<file path="src/design/gmma_pkg.sv">
// ----------------------------------------------------------------------------
// Grouped min/max/average package
// Shared widths, mode and register codes, and the sequencer state type.
// ----------------------------------------------------------------------------
`default_nettype none

package gmma_pkg;

  localparam int MaxCountDef = 4096;

  localparam int MonthW    = 4;
  localparam int ReadW     = 8;
  localparam int CountOutW = 13;
  localparam int ModeW     = 2;
  localparam int CfgIdxW   = 4;
  localparam int CfgDataW  = 8;

  localparam logic [ModeW-1:0] MODE_CONSEC = 2'd0;
  localparam logic [ModeW-1:0] MODE_SELECT = 2'd1;
  localparam logic [ModeW-1:0] MODE_ALL    = 2'd2;

  localparam logic [CfgIdxW-1:0] CFG_MODE      = 4'd0;
  localparam logic [CfgIdxW-1:0] CFG_SEL_MONTH = 4'd1;

  localparam logic [MonthW-1:0] SEL_MONTH_RST = 4'd1;

  typedef enum logic [2:0] {
    S_IDLE,
    S_DECIDE,
    S_FOLD,
    S_START,
    S_DIV,
    S_EMIT
  } state_e;

endpackage

`default_nettype wire

</file>
<file path="src/design/gmma_intf.sv">
// ----------------------------------------------------------------------------
// Grouped min/max/average channel interfaces
// Record input, result output and register write channels.
// ----------------------------------------------------------------------------
`default_nettype none

interface gmma_rec_if;
  import gmma_pkg::*;

  logic                     valid;
  logic                     ready;
  logic [MonthW-1:0]        record_month;
  logic signed [ReadW-1:0]  reading;
  logic                     end_of_data;

  modport source (output valid, record_month, reading, end_of_data, input ready);
  modport sink   (input valid, record_month, reading, end_of_data, output ready);
endinterface

interface gmma_res_if;
  import gmma_pkg::*;

  logic                     valid;
  logic                     ready;
  logic [MonthW-1:0]        group_month;
  logic signed [ReadW-1:0]  lowest;
  logic signed [ReadW-1:0]  highest;
  logic signed [ReadW-1:0]  average;
  logic [CountOutW-1:0]     sample_count;
  logic                     empty_res;
  logic                     overflowed;
  logic                     last_result;

  modport source (output valid, group_month, lowest, highest, average, sample_count,
                  empty_res, overflowed, last_result, input ready);
  modport sink   (input valid, group_month, lowest, highest, average, sample_count,
                  empty_res, overflowed, last_result, output ready);
endinterface

interface gmma_cfg_if;
  import gmma_pkg::*;

  logic                 valid;
  logic                 ready;
  logic [CfgIdxW-1:0]   index;
  logic [CfgDataW-1:0]  data;

  modport source (output valid, index, data, input ready);
  modport sink   (input valid, index, data, output ready);
endinterface

`default_nettype wire

</file>
<file path="src/design/gmma_div.sv">
// ----------------------------------------------------------------------------
// Grouped min/max/average divider
// Restoring unsigned divider that retires one quotient bit per cycle.
// ----------------------------------------------------------------------------
`default_nettype none

module gmma_div #(
  parameter int DividendW = 21,
  parameter int DivisorW  = 13
) (
  input  wire logic                 clk_i,
  input  wire logic                 rst_ni,
  input  wire logic                 start_i,
  input  wire logic [DividendW-1:0] dividend_i,
  input  wire logic [DivisorW-1:0]  divisor_i,
  output logic                      done_o,
  output logic [DividendW-1:0]      quotient_o
);

  localparam int StepW = $clog2(DividendW);

  logic                 busy_q, busy_d;
  logic                 done_q, done_d;
  logic [StepW-1:0]     step_q, step_d;
  logic [DivisorW:0]    rem_q, rem_d;
  logic [DividendW-1:0] quo_q, quo_d;
  logic [DivisorW-1:0]  dvs_q, dvs_d;

  logic [DivisorW:0]    rem_sh;
  logic                 fits;
  logic                 last_step;

  assign rem_sh    = {rem_q[DivisorW-1:0], quo_q[DividendW-1]};
  assign fits      = rem_sh >= {1'b0, dvs_q};
  assign last_step = step_q == StepW'(DividendW - 1);

  always_comb begin
    busy_d = busy_q;
    done_d = 1'b0;
    step_d = step_q;
    rem_d  = rem_q;
    quo_d  = quo_q;
    dvs_d  = dvs_q;
    if (start_i) begin
      busy_d = 1'b1;
      step_d = '0;
      rem_d  = '0;
      quo_d  = dividend_i;
      dvs_d  = divisor_i;
    end else if (busy_q) begin
      rem_d  = fits ? rem_sh - {1'b0, dvs_q} : rem_sh;
      quo_d  = {quo_q[DividendW-2:0], fits};
      step_d = step_q + StepW'(1);
      if (last_step) begin
        busy_d = 1'b0;
        done_d = 1'b1;
      end
    end
  end

  always_ff @(posedge clk_i or negedge rst_ni) begin
    if (!rst_ni) begin
      busy_q <= 1'b0;
      done_q <= 1'b0;
      step_q <= '0;
    end else begin
      busy_q <= busy_d;
      done_q <= done_d;
      step_q <= step_d;
    end
  end

  always_ff @(posedge clk_i) begin
    rem_q <= rem_d;
    quo_q <= quo_d;
    dvs_q <= dvs_d;
  end

  assign done_o     = done_q;
  assign quotient_o = quo_q;

endmodule

`default_nettype wire

</file>
<file path="src/design/grouped_min_max_average.sv">
// ----------------------------------------------------------------------------
// Grouped min/max/average
// Folds temperature records into a running group and reports minimum,
// maximum, truncated average and count when a group closes.
// ----------------------------------------------------------------------------
// An item that closes no group passes through the decide and fold states only.
// Each result waits on the bit-serial divider that forms the average; an item may
// cause two results.
// The output register lets the next record be taken while a result waits.
// Reset clears the registers to mode 0 and selected month 1, with no group open.
// ----------------------------------------------------------------------------
`default_nettype none

module grouped_min_max_average #(
  parameter int MAX_COUNT = gmma_pkg::MaxCountDef
) (
  input  wire logic   clk_i,
  input  wire logic   rst_ni,
  gmma_rec_if.sink    rec_i,
  gmma_res_if.source  res_o,
  gmma_cfg_if.sink    cfg_i
);
  import gmma_pkg::*;

  localparam int CntW = $clog2(MAX_COUNT + 1);
  localparam int SumW = CntW + ReadW;

  state_e state_q, state_d;

  logic [ModeW-1:0]        mode_q, mode_d;
  logic [MonthW-1:0]       sel_q, sel_d;

  logic [MonthW-1:0]       in_month_q;
  logic signed [ReadW-1:0] in_read_q;
  logic                    in_eod_q;

  logic [MonthW-1:0]       cur_month_q, cur_month_d;
  logic signed [ReadW-1:0] low_q, low_d;
  logic signed [ReadW-1:0] high_q, high_d;
  logic signed [SumW-1:0]  sum_q, sum_d;
  logic [CntW-1:0]         cnt_q, cnt_d;
  logic                    open_q, open_d;
  logic                    ovf_q, ovf_d;
  logic                    phase_q, phase_d;

  logic                    out_valid_q, out_valid_d;
  logic [MonthW-1:0]       o_month_q;
  logic signed [ReadW-1:0] o_low_q, o_high_q, o_avg_q;
  logic [CountOutW-1:0]    o_cnt_q;
  logic                    o_empty_q, o_ovf_q, o_last_q;

  logic rec_ready, cfg_ready, rec_xfer, cfg_xfer;
  logic div_start, div_done, out_load;
  logic need_pre, fold_en, grp_empty;
  logic [SumW-1:0]         sum_mag;
  logic [SumW-1:0]         quotient;
  logic [ReadW-1:0]        q_low;
  logic signed [ReadW-1:0] avg;
  logic [MonthW-1:0]       emit_month;

  assign rec_xfer  = rec_i.valid && rec_ready;
  assign cfg_xfer  = cfg_i.valid && cfg_ready;
  assign need_pre  = (mode_q == MODE_CONSEC) && open_q && (in_month_q != cur_month_q);
  assign fold_en   = (mode_q != MODE_SELECT) || (in_month_q == sel_q);
  assign grp_empty = cnt_q == '0;
  assign sum_mag   = sum_q[SumW-1] ? SumW'(-sum_q) : SumW'(sum_q);
  assign q_low     = quotient[ReadW-1:0];
  assign avg       = sum_q[SumW-1] ? $signed(ReadW'(-q_low)) : $signed(q_low);

  always_comb begin
    case (mode_q)
      MODE_CONSEC: emit_month = cur_month_q;
      MODE_SELECT: emit_month = sel_q;
      default:     emit_month = '0;
    endcase
  end

  gmma_div #(
    .DividendW (SumW),
    .DivisorW  (CntW)
  ) u_div (
    .clk_i      (clk_i),
    .rst_ni     (rst_ni),
    .start_i    (div_start),
    .dividend_i (sum_mag),
    .divisor_i  (cnt_q),
    .done_o     (div_done),
    .quotient_o (quotient)
  );

  // Sequencer outputs.
  always_comb begin
    rec_ready = 1'b0;
    cfg_ready = 1'b0;
    div_start = 1'b0;
    out_load  = 1'b0;
    unique case (state_q)
      S_IDLE: begin
        cfg_ready = 1'b1;
        rec_ready = !cfg_i.valid;
      end
      S_START: div_start = 1'b1;
      S_EMIT:  out_load  = !out_valid_q || res_o.ready;
      default: ;
    endcase
  end

  // Sequencer next state.
  always_comb begin
    state_d = state_q;
    unique case (state_q)
      S_IDLE:   if (rec_xfer) state_d = S_DECIDE;
      S_DECIDE: state_d = need_pre ? S_START : S_FOLD;
      S_FOLD:   state_d = in_eod_q ? S_START : S_IDLE;
      S_START:  state_d = S_DIV;
      S_DIV:    if (div_done) state_d = S_EMIT;
      S_EMIT: begin
        if (out_load) state_d = phase_q ? S_IDLE : S_FOLD;
      end
      default:  state_d = S_IDLE;
    endcase
  end

  // Running group and registers.
  always_comb begin
    mode_d      = mode_q;
    sel_d       = sel_q;
    cur_month_d = cur_month_q;
    low_d       = low_q;
    high_d      = high_q;
    sum_d       = sum_q;
    cnt_d       = cnt_q;
    open_d      = open_q;
    ovf_d       = ovf_q;
    phase_d     = phase_q;

    if (state_q == S_DECIDE) begin
      phase_d = 1'b0;
    end

    if (state_q == S_FOLD) begin
      phase_d = 1'b1;
      if (mode_q == MODE_CONSEC && !open_q) begin
        open_d      = 1'b1;
        cur_month_d = in_month_q;
      end
      if (fold_en) begin
        if (cnt_q >= CntW'(MAX_COUNT)) begin
          ovf_d = 1'b1;
        end else begin
          if (grp_empty) begin
            low_d  = in_read_q;
            high_d = in_read_q;
          end else begin
            if (in_read_q < low_q)  low_d  = in_read_q;
            if (in_read_q > high_q) high_d = in_read_q;
          end
          sum_d = sum_q + SumW'(in_read_q);
          cnt_d = cnt_q + CntW'(1);
        end
      end
    end

    if (cfg_xfer && (cfg_i.index == CFG_MODE || cfg_i.index == CFG_SEL_MONTH)) begin
      if (cfg_i.index == CFG_MODE) begin
        mode_d = cfg_i.data[ModeW-1:0];
      end else begin
        sel_d = cfg_i.data[MonthW-1:0];
      end
    end

    if (out_load ||
        (cfg_xfer && (cfg_i.index == CFG_MODE || cfg_i.index == CFG_SEL_MONTH))) begin
      cur_month_d = '0;
      low_d       = '0;
      high_d      = '0;
      sum_d       = '0;
      cnt_d       = '0;
      open_d      = 1'b0;
      ovf_d       = 1'b0;
    end
  end

  always_comb begin
    out_valid_d = out_valid_q;
    if (out_load) begin
      out_valid_d = 1'b1;
    end else if (res_o.ready) begin
      out_valid_d = 1'b0;
    end
  end

  always_ff @(posedge clk_i or negedge rst_ni) begin
    if (!rst_ni) begin
      state_q     <= S_IDLE;
      mode_q      <= MODE_CONSEC;
      sel_q       <= SEL_MONTH_RST;
      cur_month_q <= '0;
      low_q       <= '0;
      high_q      <= '0;
      sum_q       <= '0;
      cnt_q       <= '0;
      open_q      <= 1'b0;
      ovf_q       <= 1'b0;
      phase_q     <= 1'b0;
      out_valid_q <= 1'b0;
    end else begin
      state_q     <= state_d;
      mode_q      <= mode_d;
      sel_q       <= sel_d;
      cur_month_q <= cur_month_d;
      low_q       <= low_d;
      high_q      <= high_d;
      sum_q       <= sum_d;
      cnt_q       <= cnt_d;
      open_q      <= open_d;
      ovf_q       <= ovf_d;
      phase_q     <= phase_d;
      out_valid_q <= out_valid_d;
    end
  end

  always_ff @(posedge clk_i) begin
    if (rec_xfer) begin
      in_month_q <= rec_i.record_month;
      in_read_q  <= rec_i.reading;
      in_eod_q   <= rec_i.end_of_data;
    end
    if (out_load) begin
      o_month_q <= emit_month;
      o_low_q   <= grp_empty ? '0 : low_q;
      o_high_q  <= grp_empty ? '0 : high_q;
      o_avg_q   <= grp_empty ? '0 : avg;
      o_cnt_q   <= grp_empty ? '0 : CountOutW'(cnt_q);
      o_empty_q <= grp_empty;
      o_ovf_q   <= ovf_q;
      o_last_q  <= phase_q || !in_eod_q;
    end
  end

  assign rec_i.ready        = rec_ready;
  assign cfg_i.ready        = cfg_ready;
  assign res_o.valid        = out_valid_q;
  assign res_o.group_month  = o_month_q;
  assign res_o.lowest       = o_low_q;
  assign res_o.highest      = o_high_q;
  assign res_o.average      = o_avg_q;
  assign res_o.sample_count = o_cnt_q;
  assign res_o.empty_res    = o_empty_q;
  assign res_o.overflowed   = o_ovf_q;
  assign res_o.last_result  = o_last_q;

endmodule

`default_nettype wire

</file>
<file path="src/flat_wrapper.sv">
// flat-port wrapper written by rule: the top's interface ports become plain ports
module grouped_min_max_average_flat import gmma_pkg::*;
#(
  parameter int MAX_COUNT = gmma_pkg::MaxCountDef
)
  (clk_i, rst_ni, rec_i_valid, rec_i_record_month, rec_i_reading, rec_i_end_of_data, rec_i_ready, res_o_valid, res_o_group_month, res_o_lowest, res_o_highest, res_o_average, res_o_sample_count, res_o_empty_res, res_o_overflowed, res_o_last_result, res_o_ready, cfg_i_valid, cfg_i_index, cfg_i_data, cfg_i_ready);
  gmma_rec_if rec_i_i ();
  gmma_res_if res_o_i ();
  gmma_cfg_if cfg_i_i ();
  input  wire logic clk_i;
  input  wire logic rst_ni;
  input wire logic [$bits(rec_i_i.valid)-1:0] rec_i_valid;
  input wire logic [$bits(rec_i_i.record_month)-1:0] rec_i_record_month;
  input wire logic [$bits(rec_i_i.reading)-1:0] rec_i_reading;
  input wire logic [$bits(rec_i_i.end_of_data)-1:0] rec_i_end_of_data;
  output wire logic [$bits(rec_i_i.ready)-1:0] rec_i_ready;
  output wire logic [$bits(res_o_i.valid)-1:0] res_o_valid;
  output wire logic [$bits(res_o_i.group_month)-1:0] res_o_group_month;
  output wire logic [$bits(res_o_i.lowest)-1:0] res_o_lowest;
  output wire logic [$bits(res_o_i.highest)-1:0] res_o_highest;
  output wire logic [$bits(res_o_i.average)-1:0] res_o_average;
  output wire logic [$bits(res_o_i.sample_count)-1:0] res_o_sample_count;
  output wire logic [$bits(res_o_i.empty_res)-1:0] res_o_empty_res;
  output wire logic [$bits(res_o_i.overflowed)-1:0] res_o_overflowed;
  output wire logic [$bits(res_o_i.last_result)-1:0] res_o_last_result;
  input wire logic [$bits(res_o_i.ready)-1:0] res_o_ready;
  input wire logic [$bits(cfg_i_i.valid)-1:0] cfg_i_valid;
  input wire logic [$bits(cfg_i_i.index)-1:0] cfg_i_index;
  input wire logic [$bits(cfg_i_i.data)-1:0] cfg_i_data;
  output wire logic [$bits(cfg_i_i.ready)-1:0] cfg_i_ready;
  assign rec_i_i.valid = rec_i_valid;
  assign rec_i_i.record_month = rec_i_record_month;
  assign rec_i_i.reading = rec_i_reading;
  assign rec_i_i.end_of_data = rec_i_end_of_data;
  assign rec_i_ready = rec_i_i.ready;
  assign res_o_valid = res_o_i.valid;
  assign res_o_group_month = res_o_i.group_month;
  assign res_o_lowest = res_o_i.lowest;
  assign res_o_highest = res_o_i.highest;
  assign res_o_average = res_o_i.average;
  assign res_o_sample_count = res_o_i.sample_count;
  assign res_o_empty_res = res_o_i.empty_res;
  assign res_o_overflowed = res_o_i.overflowed;
  assign res_o_last_result = res_o_i.last_result;
  assign res_o_i.ready = res_o_ready;
  assign cfg_i_i.valid = cfg_i_valid;
  assign cfg_i_i.index = cfg_i_index;
  assign cfg_i_i.data = cfg_i_data;
  assign cfg_i_ready = cfg_i_i.ready;
  grouped_min_max_average #(.MAX_COUNT(MAX_COUNT)) u_core (.clk_i(clk_i), .rst_ni(rst_ni), .rec_i(rec_i_i), .res_o(res_o_i), .cfg_i(cfg_i_i));
endmodule
</file>
<file path="config.mk">
export PLATFORM = sky130hd
export DESIGN_NAME = grouped_min_max_average_flat
export DESIGN_NICKNAME = d
export VERILOG_FILES = /design/src/design/gmma_pkg.sv /design/src/design/gmma_intf.sv /design/src/design/gmma_div.sv /design/src/design/grouped_min_max_average.sv /design/src/flat_wrapper.sv
export SDC_FILE = /design/constraint.sdc
export NUM_CORES = 1
export LEC_CHECK = 0
export ABC_AREA = 1
export BUFFER_PORTS_ARGS = -buffer_cell sky130_fd_sc_hd__buf_2
export CORE_MARGIN = 2
export CORE_UTILIZATION = 35
export DETAILED_ROUTE_END_ITERATION = 8
export PLACE_DENSITY = 0.53
export SLEW_MARGIN = 30
export SYNTH_ARGS = -nofsm -noshare
export SYNTH_HDL_FRONTEND = slang
export SYNTH_SLANG_ARGS = --single-unit
</file>
<file path="constraint.sdc">
create_clock -name clk_i -period 4.8 [get_ports clk_i]
set_input_delay 0.24 -clock clk_i [delete_from_list [all_inputs] [get_ports clk_i]]
set_output_delay 0.24 -clock clk_i [all_outputs]
set_load 0.03 [all_outputs]
</file>
==> results.toml, run 1 <==
[run_status]
outcome = "completed"

[timing]
final_max_slew_viol_count = 0
fin_skew_ns = 0.0138
fin_crit_ns = 2.69
timing.slew.headroom = 0.367
timing_worst_slew_pin_value_ns = 0.946
final_hold_viol_count = 0
rsz0062_at_grt = "no"
final.period_utilization = 0.560
fmax_mhz = 372
hold_ws_ns = 0.0343
setup_tns_ns = 0
setup-violations-final = 0

[clocking]
worst_skew_pair.late_latency_ns = 0.44
ctsHtreeMaxLevel = 4
cts_made_buffers = 17
cts_tree = "done"
clkSinkCount = 178
cts_root_buffer = "sky130_fd_sc_hd__clkbuf_16"
postCtsResizedCells = 0
clock_tree.buffer_depth = 2
post_cts_buffers = 0
clk_pin_slew_ns = 0.07

[synth]
number_of_synthesized_register_bits = 178
synth-compound-area-share = 0.0707
synth-simple-area-share = 0.272
ys_types = 52
async_reset_ff_frac = 0.416
synthesis.nets = 1378
synth-xor-area-share = 0.0394
syn_inst = 1292
post_synth_instance_area_um2 = 10400
synth.avg_cell_area_um2 = 8.09
synth_top_family_by_area = "simple AND/OR/NAND/NOR gates"
post_synth_mux_area_share = 0.00216
yosysWarningCount = 0
synth-edff-count = 91
synth_fa_ha_area_frac = 0.0685
synth.yosys.seq_area_share = 0.464
synth-main-ff-cell = "sky130_fd_sc_hd__edfxtp_1"

[setup_path]
cp_max_fo = 31
timing.critical_path.cells = "nor3_4 -> inv_1 -> nand2_1 -> o21ai_0"
critical_path_required_ns = 4.93
critical_path_arrival_ns = 2.82
criticalPathCategory = "register to register"
cpPeakStageDelay_ns = 0.82
startpoint_type = "register"
setup.worst_path.end_class = "register"
critical_path.slowest_cell = "sky130_fd_sc_hd__nor3_4"

[die]
die_x_um = 177
num_io_pins = 77
floorplan.die.height_um = 177
num_rows = 63
coreArea_um2 = 29500
floorplan.initialDensity = 0.354
die_area_um2 = 31200

[global_routing]
grt_overflow = 0
first_global_vias = 8189
grt_usage = 0.170
grt_pass1_wl_um = 41900
grt_start_max_net_pins = 58
antenna_found_initial = 0

[placement]
finalWeightedCongestion = 0.889
io_buffers = 72
dp_hpwl_um = 18400

[power]
cellLeakagePower_nw = 5.73
swShare = 0.464
vdd_ir_drop_max_mv = 0.302
share_seq_of_total_power = 0.343
powerDensity_nw_per_um2 = 678
share_comb_of_total_power = 0.489
power_frac_clock = 0.168
intPower_w = 0.00432
power_switching_w = 0.00374

[finish]
area_delta_synth_final_pct = 13.8
nNetsFinal = 1453
layout-drive-gt1-share = 0.103
layout.core_utilization = 0.403
antennaDiodeCount = 0

[routing]
route.detailed.vias_per_inst = 4.80
detailroute.via_count = 8490
drt_wl_total_um = 25500
drtAntennaViolNets = 0
drt_first_pass_iters = 5
avgRoutedWirePerCell_um = 14.4
dr.first_iter.drc_count = 546
number_of_remaining_drc_errors = 0

[flow_run]
max_cap_violations = 0

[hold_path]
worstHoldPathType = "primary input to register"
## cells in the mapped netlist, types with 4 or more instances
library cell	instances	area, µm²
sky130_fd_sc_hd__a21oi_1	40	200
sky130_fd_sc_hd__a22o_1	4	35.0
sky130_fd_sc_hd__a31oi_1	6	37.5
sky130_fd_sc_hd__and2_1	5	31.3
sky130_fd_sc_hd__buf_2	8	40.0
sky130_fd_sc_hd__clkbuf_1	21	78.8
sky130_fd_sc_hd__dfrtp_1	73	1830
sky130_fd_sc_hd__dfxtp_1	13	260
sky130_fd_sc_hd__edfxtp_1	91	2730
sky130_fd_sc_hd__ha_1	54	676
sky130_fd_sc_hd__inv_1	182	683
sky130_fd_sc_hd__nand2_1	355	1330
sky130_fd_sc_hd__nand2_2	4	25.0
sky130_fd_sc_hd__nand3_1	90	450
sky130_fd_sc_hd__nand4_1	31	194
sky130_fd_sc_hd__nor2_1	126	473
sky130_fd_sc_hd__nor2_2	4	25.0
sky130_fd_sc_hd__nor3_1	13	65.1
sky130_fd_sc_hd__nor4_1	4	25.0
sky130_fd_sc_hd__o21ai_0	53	265
sky130_fd_sc_hd__o21ai_1	14	70.1
sky130_fd_sc_hd__o21bai_1	4	30.0
sky130_fd_sc_hd__o22ai_1	6	37.5
sky130_fd_sc_hd__xnor2_1	17	149
sky130_fd_sc_hd__xor2_1	30	263
## per-stage QoR
step / cells / worst slack (ns) / power, W / area [µm²]
2_1_floorplan: 1292 / 2.48 / 0.00570 / 10400
3_3_place_gp: 1724 / 1.88 / 0.00669 / 11200
3_5_place_dp: 1724 / 2.07 / 0.00673 / 11200
4_1_cts: 1770 / 2.07 / 0.00812 / 11900
5_1_grt: 1770 / 1.85 / 0.00881 / 11900
6_report: 1770 / 2.11 / 0.00806 / 11900
## cell families after synthesis
kind of cell | after synthesis
adders and majority gates | 56
AOI/OAI and AO/OA | 135
DFF | 178
and+or+nand+nor | 652
xor gates and xnor gates | 47
buffers and inverters | 222
muxes | 2
## worst max-delay path: cells and delay by family, from the launching register on
family / cells / cell delay, ns
AND/OR/NAND/NOR: 2 / 1.03
buffers and inverters: 1 / 0.71
flip-flops: 1 / 0.48
AO/OA/AOI/OAI: 1 / 0.14
## cells in the final DEF, fill, tap and decap left out, drive strengths merged, types with 6 or more instances in the layout
cell and count:
a21oi 41, o21ai 67, nand2 363, buf 76, nand3 92, inv 196, nor2 131, clkbuf 18
dfrtp 73, a31oi 6, xor2 30, ha 54, dlygate4sd3 14, o22ai 6, xnor2 17, edfxtp 91
dfxtp 13, nand4 31, nor3 16
## state kept, by name, summed over array words and instances (netlist names), 13 cells and up
signal                     count
u_core.res_o.sample_count     13
u_core.u_div.rem_q            13
u_core.u_div.quotient_o       21
u_core.sum_q                  21
u_core.cnt_q                  13
u_core.u_div.dvs_q            13
## worst paths after layout
path / start / to / slack [ns] / depth (start not counted)
min in group asynchronous: rst_ni / u_core.sum_q[15] / 0.22 / 2
max reg2reg: u_core.state_q[2] / u_core.u_div.quotient_o[20] / 2.11 / 4
min: cfg_i_data[3] / u_core.sel_q[3] / 0.03 / 2
max: u_core.state_q[2] / u_core.u_div.quotient_o[20] / 2.11 / 4
min reg2reg: u_core.ovf_q / u_core.res_o.overflowed / 0.46 / 0
max in group asynchronous: rst_ni / u_core.cnt_q[2] / 3.55 / 3
## power groups by stage
stage | combinational [W] | sequential [W] | clock (W)
2_1_floorplan | 0.00289 | 0.00281 | 0
3_3_place_gp | 0.00391 | 0.00279 | 0
3_5_place_dp | 0.00394 | 0.00278 | 0
4_1_cts | 0.00397 | 0.00276 | 0.00138
5_1_grt | 0.00453 | 0.00284 | 0.00144
6_report | 0.00394 | 0.00276 | 0.00136
## metal layers
metal / wire [µm] / global-route usage
met1: 12500 / 0.236
met2: 11500 / 0.274
met3: 1100 / 0.0324
met4: 361 / 0.0396
met5: 0 / 0
## final cells by class
type	instances	area, µm²
clock buffers	18	439
repair buffers	90	533
well taps	390	488
clock inverters	14	115
multi-input cells	892	4750
fillers	3075	17600
inverters	188	713
flip-flops and latches	178	4850
## what timing repair did
item                                   CTS  global route
endpoints found under the hold margin   30             0
setup endpoints to repair                0             0
hold buffers                            14             0
No activity file was read; power rests on OpenSTA's default activity.
==> run 2: changes to the inputs <==
Settings changed: ABC_AREA 1 to 0.
Clock period 4.8 ns to 2.6 ns, I/O delays scaled along.
==> run 2 against run 1 <==
Net effect: the run now ends with setup timing left; clock skew is 0.0044 ns lower; non-clock buffer count grew 76; routed wire length fell by 16%; largest cell class unchanged.
==> results.toml, run 2 <==
[placement]
finalWeightedCongestion = 0.816
dp_hpwl_um = 15300
io_buffers = 72
placement.setup.worst_slack_ns = -0.133

[clocking]
cts_tree = "done"
clock_tree.buffer_depth = 2
clkSinkCount = 178
cts_root_buffer = "sky130_fd_sc_hd__clkbuf_16"
ctsHtreeMaxLevel = 4
cts_made_buffers = 17
clk_pin_slew_ns = 0.07
worst_skew_pair.late_latency_ns = 0.43

[synth]
number_of_synthesized_register_bits = 178
synth_top_cells_by_count = "91 x sky130_fd_sc_hd__edfxtp_1, 82 x sky130_fd_sc_hd__o21ai_0, 81 x sky130_fd_sc_hd__nor2_1"
synth_area_leaders = "sky130_fd_sc_hd__edfxtp_1 29%, sky130_fd_sc_hd__dfrtp_1 19%, sky130_fd_sc_hd__ha_1 7.1%"
synth-edff-count = 91
synth-main-ff-cell = "sky130_fd_sc_hd__edfxtp_1"
yosys.area.top_type = "sky130_fd_sc_hd__edfxtp_1"
synth.yosys.seq_area_share = 0.511
synthesis.nets = 995
yosysWarningCount = 0
post-synth-top-area-fraction = 0.288
synth.most_common_cell = "sky130_fd_sc_hd__edfxtp_1"
synth.avg_cell_area_um2 = 10.4
syn_inst = 909
async_reset_ff_frac = 0.416
post_synth_instance_area_um2 = 9480
ys_types = 65

[timing]
hold_ws_ns = 0.0409
final_hold_viol_count = 0
final_max_slew_viol_count = 0
timing.slew.headroom = 0.511
timing_worst_slew_pin_value_ns = 0.734
rsz0062_at_grt = "yes"
setup-violations-final = 1
final.period_utilization = 1.00
fin_crit_ns = 2.60
fin_skew_ns = 0.00941
fmax_mhz = 384
worst_slack_ns = -0.00308

[routing]
drtAntennaViolNets = 0
route.detailed.vias_per_inst = 4.92
dr.first_iter.drc_count = 473
avgRoutedWirePerCell_um = 15.3
drt_first_pass_iters = 4
number_of_remaining_drc_errors = 0
drt_wl_total_um = 21500
detailroute.via_count = 6914

[finish]
layout-drive-gt1-share = 0.220
layout.core_utilization = 0.434
nNetsFinal = 1137
layout_commonest_cell = "sky130_fd_sc_hd__edfxtp_1"
area_delta_synth_final_pct = 22.7
antennaDiodeCount = 0
layout_common_cells = "91 x sky130_fd_sc_hd__edfxtp_1, 78 x sky130_fd_sc_hd__nor2_1, 75 x sky130_fd_sc_hd__nand2_1, 73 x sky130_fd_sc_hd__o21ai_0, 73 x sky130_fd_sc_hd__dfrtp_1"

[power]
power_switching_w = 0.00116
swShare = 0.213
vdd_ir_drop_max_mv = 0.464
intPower_w = 0.00429
power_frac_clock = 0.448
cellLeakagePower_nw = 5.02
share_comb_of_total_power = 0.012
share_seq_of_total_power = 0.540
powerDensity_nw_per_um2 = 468

[setup_path]
startpoint_type = "register"
critical_path_required_ns = 2.96
criticalPathCategory = "register to register"
critical_path_arrival_ns = 2.97
setup.worst_path.end_class = "register"
cp_max_fo = 5

[flow_run]
max_cap_violations = 0

[run_status]
failed_checks = "setup timing"
outcome = "finished with violations"

[die]
num_rows = 60
floorplan.die.height_um = 169
num_io_pins = 77
die_area_um2 = 28400
coreArea_um2 = 26800
floorplan.initialDensity = 0.354
die_x_um = 169

[global_routing]
grt_overflow = 0
antenna_found_initial = 0
grt_start_max_net_pins = 75
grt_pass1_wl_um = 34900
first_global_vias = 6775
grt_usage = 0.154

[hold_path]
worstHoldPathType = "primary input to register"
run 2: cell types whose count changed in the layout (fill, tap and decap cells not counted), sizes merged, moves of 25 or more:
cell | previous run | this run
a21o | 0 | 25
nor2 | 131 | 81
buf | 76 | 148
nand2 | 363 | 76
nand3 | 92 | 30
inv | 196 | 57
mux2i | 0 | 25
run 2: routing by layer:
metal / track usage / vias up / wire length, µm
li1: - / 3522 / -
met1: 0.210 / 3288 / 10600
met2: 0.254 / 86 / 10100
met3: 0.0274 / 18 / 492
met4: 0.0450 / 0 / 291
met5: 0 / - / 0
run 2: final timing paths:
| path | startpoint | slack (ns) | endpoint | cells past startpoint |
|---|---|---|---|---|
| max reg2reg | u_core.u_div.dvs_q[0] | -0.003 | u_core.u_div.rem_q[1] | 11 |
| min reg2reg | u_core.ovf_q | 0.45 | u_core.res_o.overflowed | 0 |
| min in group asynchronous | rst_ni | 0.30 | u_core.sum_q[17] | 2 |
| min | res_o_ready | 0.04 | u_core.res_o.valid | 3 |
| max in group asynchronous | rst_ni | 1.79 | u_core.cnt_q[6] | 2 |
| max | u_core.u_div.dvs_q[0] | -0.003 | u_core.u_div.rem_q[1] | 11 |
run 2: through the flow:
stage                     area, µm²  cells  setup TNS [ns]  power, W
after floorplan                9490    909               0   0.00300
after global placement        10600   1345           -1.09   0.00305
after detailed placement      10600   1345           -1.60   0.00305
after CTS                     11400   1400               0   0.00550
after global routing          11600   1405           -1.45   0.00564
final                         11600   1405        -0.00308   0.00544
run 2: cells by family (layout without fill, tap and decap cells):
family	count (synthesis)	count (layout)	share of synthesized area
and+or+nand+nor	262	262	0.132
buffers and inverters	95	250	0.0383
DFF	178	178	0.511
xor gates and xnor gates	72	72	0.0665
adders and majority gates	56	56	0.0755
muxes	33	33	0.0359
AOI/OAI and AO/OA	213	213	0.141
run 2: layout make-up:
type                            instances  area [µm²]
Clock buffer                           21         472
Clock inverter                         11        76.3
Fill cell                            2551       15200
Inverter                               52         195
Multi-Input combinational cell        636        4450
Sequential cell                       178        4850
Tap cell                              341         427
Timing Repair Buffer                  166        1160
run 2: power by group through the flow:
| stage | Combinational [W] | Clock, W | Sequential, W |
|---|---|---|---|
| after floorplan | 0.000000921 | 0 | 0.00300 |
| after global placement | 0.0000466 | 0 | 0.00300 |
| after detailed placement | 0.0000472 | 0 | 0.00300 |
| after CTS | 0.0000679 | 0.00249 | 0.00294 |
| after global routing | 0.0000742 | 0.00262 | 0.00294 |
| final | 0.0000660 | 0.00244 | 0.00294 |
run 2: critical path: stages, from the launching register on:
cell	delay, ns
sky130_fd_sc_hd__edfxtp_1	0.37
sky130_fd_sc_hd__ha_2	0.20
sky130_fd_sc_hd__fa_2	0.37
sky130_fd_sc_hd__nor2b_2	0.13
sky130_fd_sc_hd__o21ai_2	0.08
sky130_fd_sc_hd__a21boi_2	0.16
sky130_fd_sc_hd__nor3_1	0.06
sky130_fd_sc_hd__o31a_1	0.32
sky130_fd_sc_hd__o211ai_4	0.28
sky130_fd_sc_hd__buf_4	0.17
sky130_fd_sc_hd__mux2_4	0.28
sky130_fd_sc_hd__o21ai_1	0.11
run 2: timing repair:
action	4_1_cts	5_1_grt
pin swaps	3	18
buffers inserted	5	6
endpoints found under the setup margin	27	35
gates resized for setup	8	46
hold buffers	18	0
gates cloned	0	0
endpoints found under the hold margin	92	0
==> run 3: changes to the inputs <==
Settings changed: SYNTH_HIERARCHICAL set to 1.
==> run 3 against run 2 <==
Net effect: the flow now finishes without violations; via count is 3.4% higher; maximum frequency up 0.97%; flip-flop and latch count is the same; routed wire length grew 3.6%; clock skew is 0.0056 ns higher; design area up 2.7%; sequential share of layout area is 1.1 points lower; highest routed layer unchanged; utilization fell by 0.16 points; total power rose to 2.7 times the previous value; largest power group is now combinational logic; global-route usage up 0.53 points.
==> results.toml, run 3 <==
[power]
power_frac_clock = 0.178
vdd_ir_drop_max_mv = 0.492
power_switching_w = 0.00597
intPower_w = 0.00892
post-layout-total-power_w = 0.0149
swShare = 0.401
share_seq_of_total_power = 0.318
powerDensity_nw_per_um2 = 1250
cellLeakagePower_nw = 5.05
share_comb_of_total_power = 0.504

[global_routing]
grt_pass1_wl_um = 36900
grt_overflow = 0
antenna_found_initial = 0
grt_usage = 0.160
first_global_vias = 7124
grt_start_max_net_pins = 75

[routing]
avgRoutedWirePerCell_um = 15.3
route.detailed.vias_per_inst = 4.91
detailroute.via_count = 7146
number_of_remaining_drc_errors = 0
drt_wl_total_um = 22300
dr.first_iter.drc_count = 496
drtAntennaViolNets = 0
drt_first_pass_iters = 5

[setup_path]
timing.critical_path.cells = "inv_2 -> ha_4 -> nand2_2 -> or3_4 -> or3_4 -> or4_4 -> o31ai_4 -> xnor2_1 -> mux2_4"
critical_path_arrival_ns = 2.77
critPathTopFamily = "simple AND/OR/NAND/NOR gates"
critical_path.slowest_cell = "sky130_fd_sc_hd__or4_4"
cpPeakStageDelay_ns = 0.46
startpoint_type = "register"
cp_common_cell = "sky130_fd_sc_hd__or3_4"
criticalPathCategory = "register to register"
setup.worst_path.end_class = "register"
critical_path_required_ns = 2.80
cp_num_buf_inv = 1
cp_max_fo = 4

[die]
num_io_pins = 77
die_x_um = 171
num_rows = 61
floorplan.die.height_um = 171
coreArea_um2 = 27600
floorplan.initialDensity = 0.353
die_area_um2 = 29200

[hold_path]
worstHoldPathType = "primary input to register"

[finish]
nNetsFinal = 1149
layout_common_cells = "91 x sky130_fd_sc_hd__edfxtp_1, 86 x sky130_fd_sc_hd__nor2_1, 73 x sky130_fd_sc_hd__dfrtp_1, 72 x sky130_fd_sc_hd__nand2_1, 72 x sky130_fd_sc_hd__buf_4"
postLayoutCellArea_um2 = 11900
layoutNonFillerInstCount = 1455
layout.core_utilization = 0.432
layout_commonest_cell = "sky130_fd_sc_hd__edfxtp_1"
area_delta_synth_final_pct = 22.3
layout-drive-gt1-share = 0.233

[run_status]
outcome = "completed"

[clocking]
cts_made_buffers = 17
clkSinkCount = 178
cts_root_buffer = "sky130_fd_sc_hd__clkbuf_16"
cts_tree = "done"
worst_skew_pair.late_latency_ns = 0.44
ctsHtreeMaxLevel = 4
clk_pin_slew_ns = 0.07
clock_tree.buffer_depth = 2

[placement]
dp_hpwl_um = 16200
placement.cell_area_um2 = 11000
finalWeightedCongestion = 0.822
io_buffers = 72
placed_cells = 1396

[synth]
synth-edff-count = 91
number_of_synthesized_register_bits = 178
synth.most_common_cell = "sky130_fd_sc_hd__edfxtp_1"
post-synth-top-area-fraction = 0.280
synth.avg_cell_area_um2 = 10.6
synth_top_cells_by_count = "91 x sky130_fd_sc_hd__edfxtp_1, 87 x sky130_fd_sc_hd__nor2_1, 73 x sky130_fd_sc_hd__dfrtp_1, 73 x sky130_fd_sc_hd__nand2_1, 54 x sky130_fd_sc_hd__ha_1"
syn_inst = 923
synth_area_leaders = "sky130_fd_sc_hd__edfxtp_1 28%, sky130_fd_sc_hd__dfrtp_1 19%, sky130_fd_sc_hd__ha_1 6.9%"
synth-main-ff-cell = "sky130_fd_sc_hd__edfxtp_1"
yosys.area.top_type = "sky130_fd_sc_hd__edfxtp_1"
synthesis.nets = 1009
yosysWarningCount = 6
synth.yosys.seq_area_share = 0.496
async_reset_ff_frac = 0.416
post_synth_instance_area_um2 = 9760
ys_types = 70

[timing]
timing.slew.headroom = 0.509
setup_tns_ns = 0
setup-violations-final = 0
fin_crit_ns = 2.58
final_max_slew_viol_count = 0
final.period_utilization = 0.992
rsz0062_at_grt = "yes"
timing_worst_slew_pin_value_ns = 0.736
final_hold_viol_count = 0
fmax_mhz = 388
fin_skew_ns = 0.0150

[flow_run]
max_cap_violations = 0
==> run 3: changes by cell type after synthesis, moves of 4 or more <==
cell,change
sky130_fd_sc_hd__a211oi_1,+8
sky130_fd_sc_hd__nor3_1,+6
sky130_fd_sc_hd__o21a_1,-4
sky130_fd_sc_hd__o21ai_0,-31
sky130_fd_sc_hd__and3_1,-4
sky130_fd_sc_hd__nand4_1,+4
sky130_fd_sc_hd__a21o_1,-8
sky130_fd_sc_hd__xor2_1,-16
sky130_fd_sc_hd__and2_1,+6
sky130_fd_sc_hd__xnor2_1,+14
sky130_fd_sc_hd__nor2_1,+6
sky130_fd_sc_hd__mux2_2,+21
==> run 3: what timing repair did <==
item / CTS / global route
buffers inserted: 2 / 5
endpoints found under the setup margin: 10 / 21
endpoints found under the hold margin: 93 / 0
gates resized for setup: 9 / 21
pin swaps: 6 / 14
hold buffers: 19 / 0
==> run 3: per-layer routing <==
| metal | vias to the layer above | global-route usage | routed length [µm] |
|---|---|---|---|
| li1 | 3609 | - | - |
| met1 | 3433 | 0.219 | 11000 |
| met2 | 91 | 0.264 | 10500 |
| met3 | 13 | 0.0257 | 533 |
| met4 | 0 | 0.0394 | 180 |
| met5 | - | 0 | 0 |
==> run 3: metrics by stage <==
step / hold WS (ns) / setup WS (ns)
2_1_floorplan: -0.166 / 0.00572
4_1_cts: 0.0545 / 0.00842
3_5_place_dp: 0.225 / -0.0620
5_1_grt: 0.0817 / -0.104
6_report: 0.0773 / 0.0219
3_3_place_gp: 0.308 / -0.0149
==> run 3: worst paths after layout <==
path	slack (ns)	to	from	cells past startpoint
setup / recovery	0.02	u_core/u_div/quotient_o[18]	u_core/sum_q[1]	9
min in group asynchronous	0.28	u_core/high_q[3]	rst_ni	2
hold reg to reg	0.47	u_core/res_o.overflowed	u_core/ovf_q	0
setup reg to reg	0.02	u_core/u_div/quotient_o[18]	u_core/sum_q[1]	9
max in group asynchronous	1.79	u_core/u_div/busy_q	rst_ni	2
hold / removal	0.08	u_core/mode_q[1]	cfg_i_index[0]	3
==> run 3: power groups by stage <==
stage / Combinational [W] / Clock, W / Sequential (W)
CTS: 0.00737 / 0.00274 / 0.00473
global placement: 0.00716 / 0 / 0.00477
global route: 0.00842 / 0.00285 / 0.00484
floorplan: 0.00510 / 0 / 0.00479
finish: 0.00751 / 0.00266 / 0.00473
detailed placement: 0.00723 / 0 / 0.00478
==> run 3: cell families after synthesis <==
logic type	count (synthesis)	synth area share
simple gates	280	0.137
buf+inv	98	0.0390
xor+xnor	70	0.0628
mux	53	0.0586
flops	178	0.496
fa+ha+maj	56	0.0733
compound gates	188	0.133
==> run 3: area by class of cell <==
type                            count  area (µm²)
Tap cell                          378         473
Sequential cell                   178        4850
Clock inverter                     13         161
Clock buffer                       19         453
Inverter                           52         195
Antenna cell                        1        2.50
Multi-Input combinational cell    647        4660
Fill cell                        2674       15700
Timing Repair Buffer              167        1150
==> run 3: worst min-delay path: stages <==
cell and delay (ns):
sky130_fd_sc_hd__buf_2 0.09, sky130_fd_sc_hd__nor2_1 0.05, sky130_fd_sc_hd__mux2_2 0.21
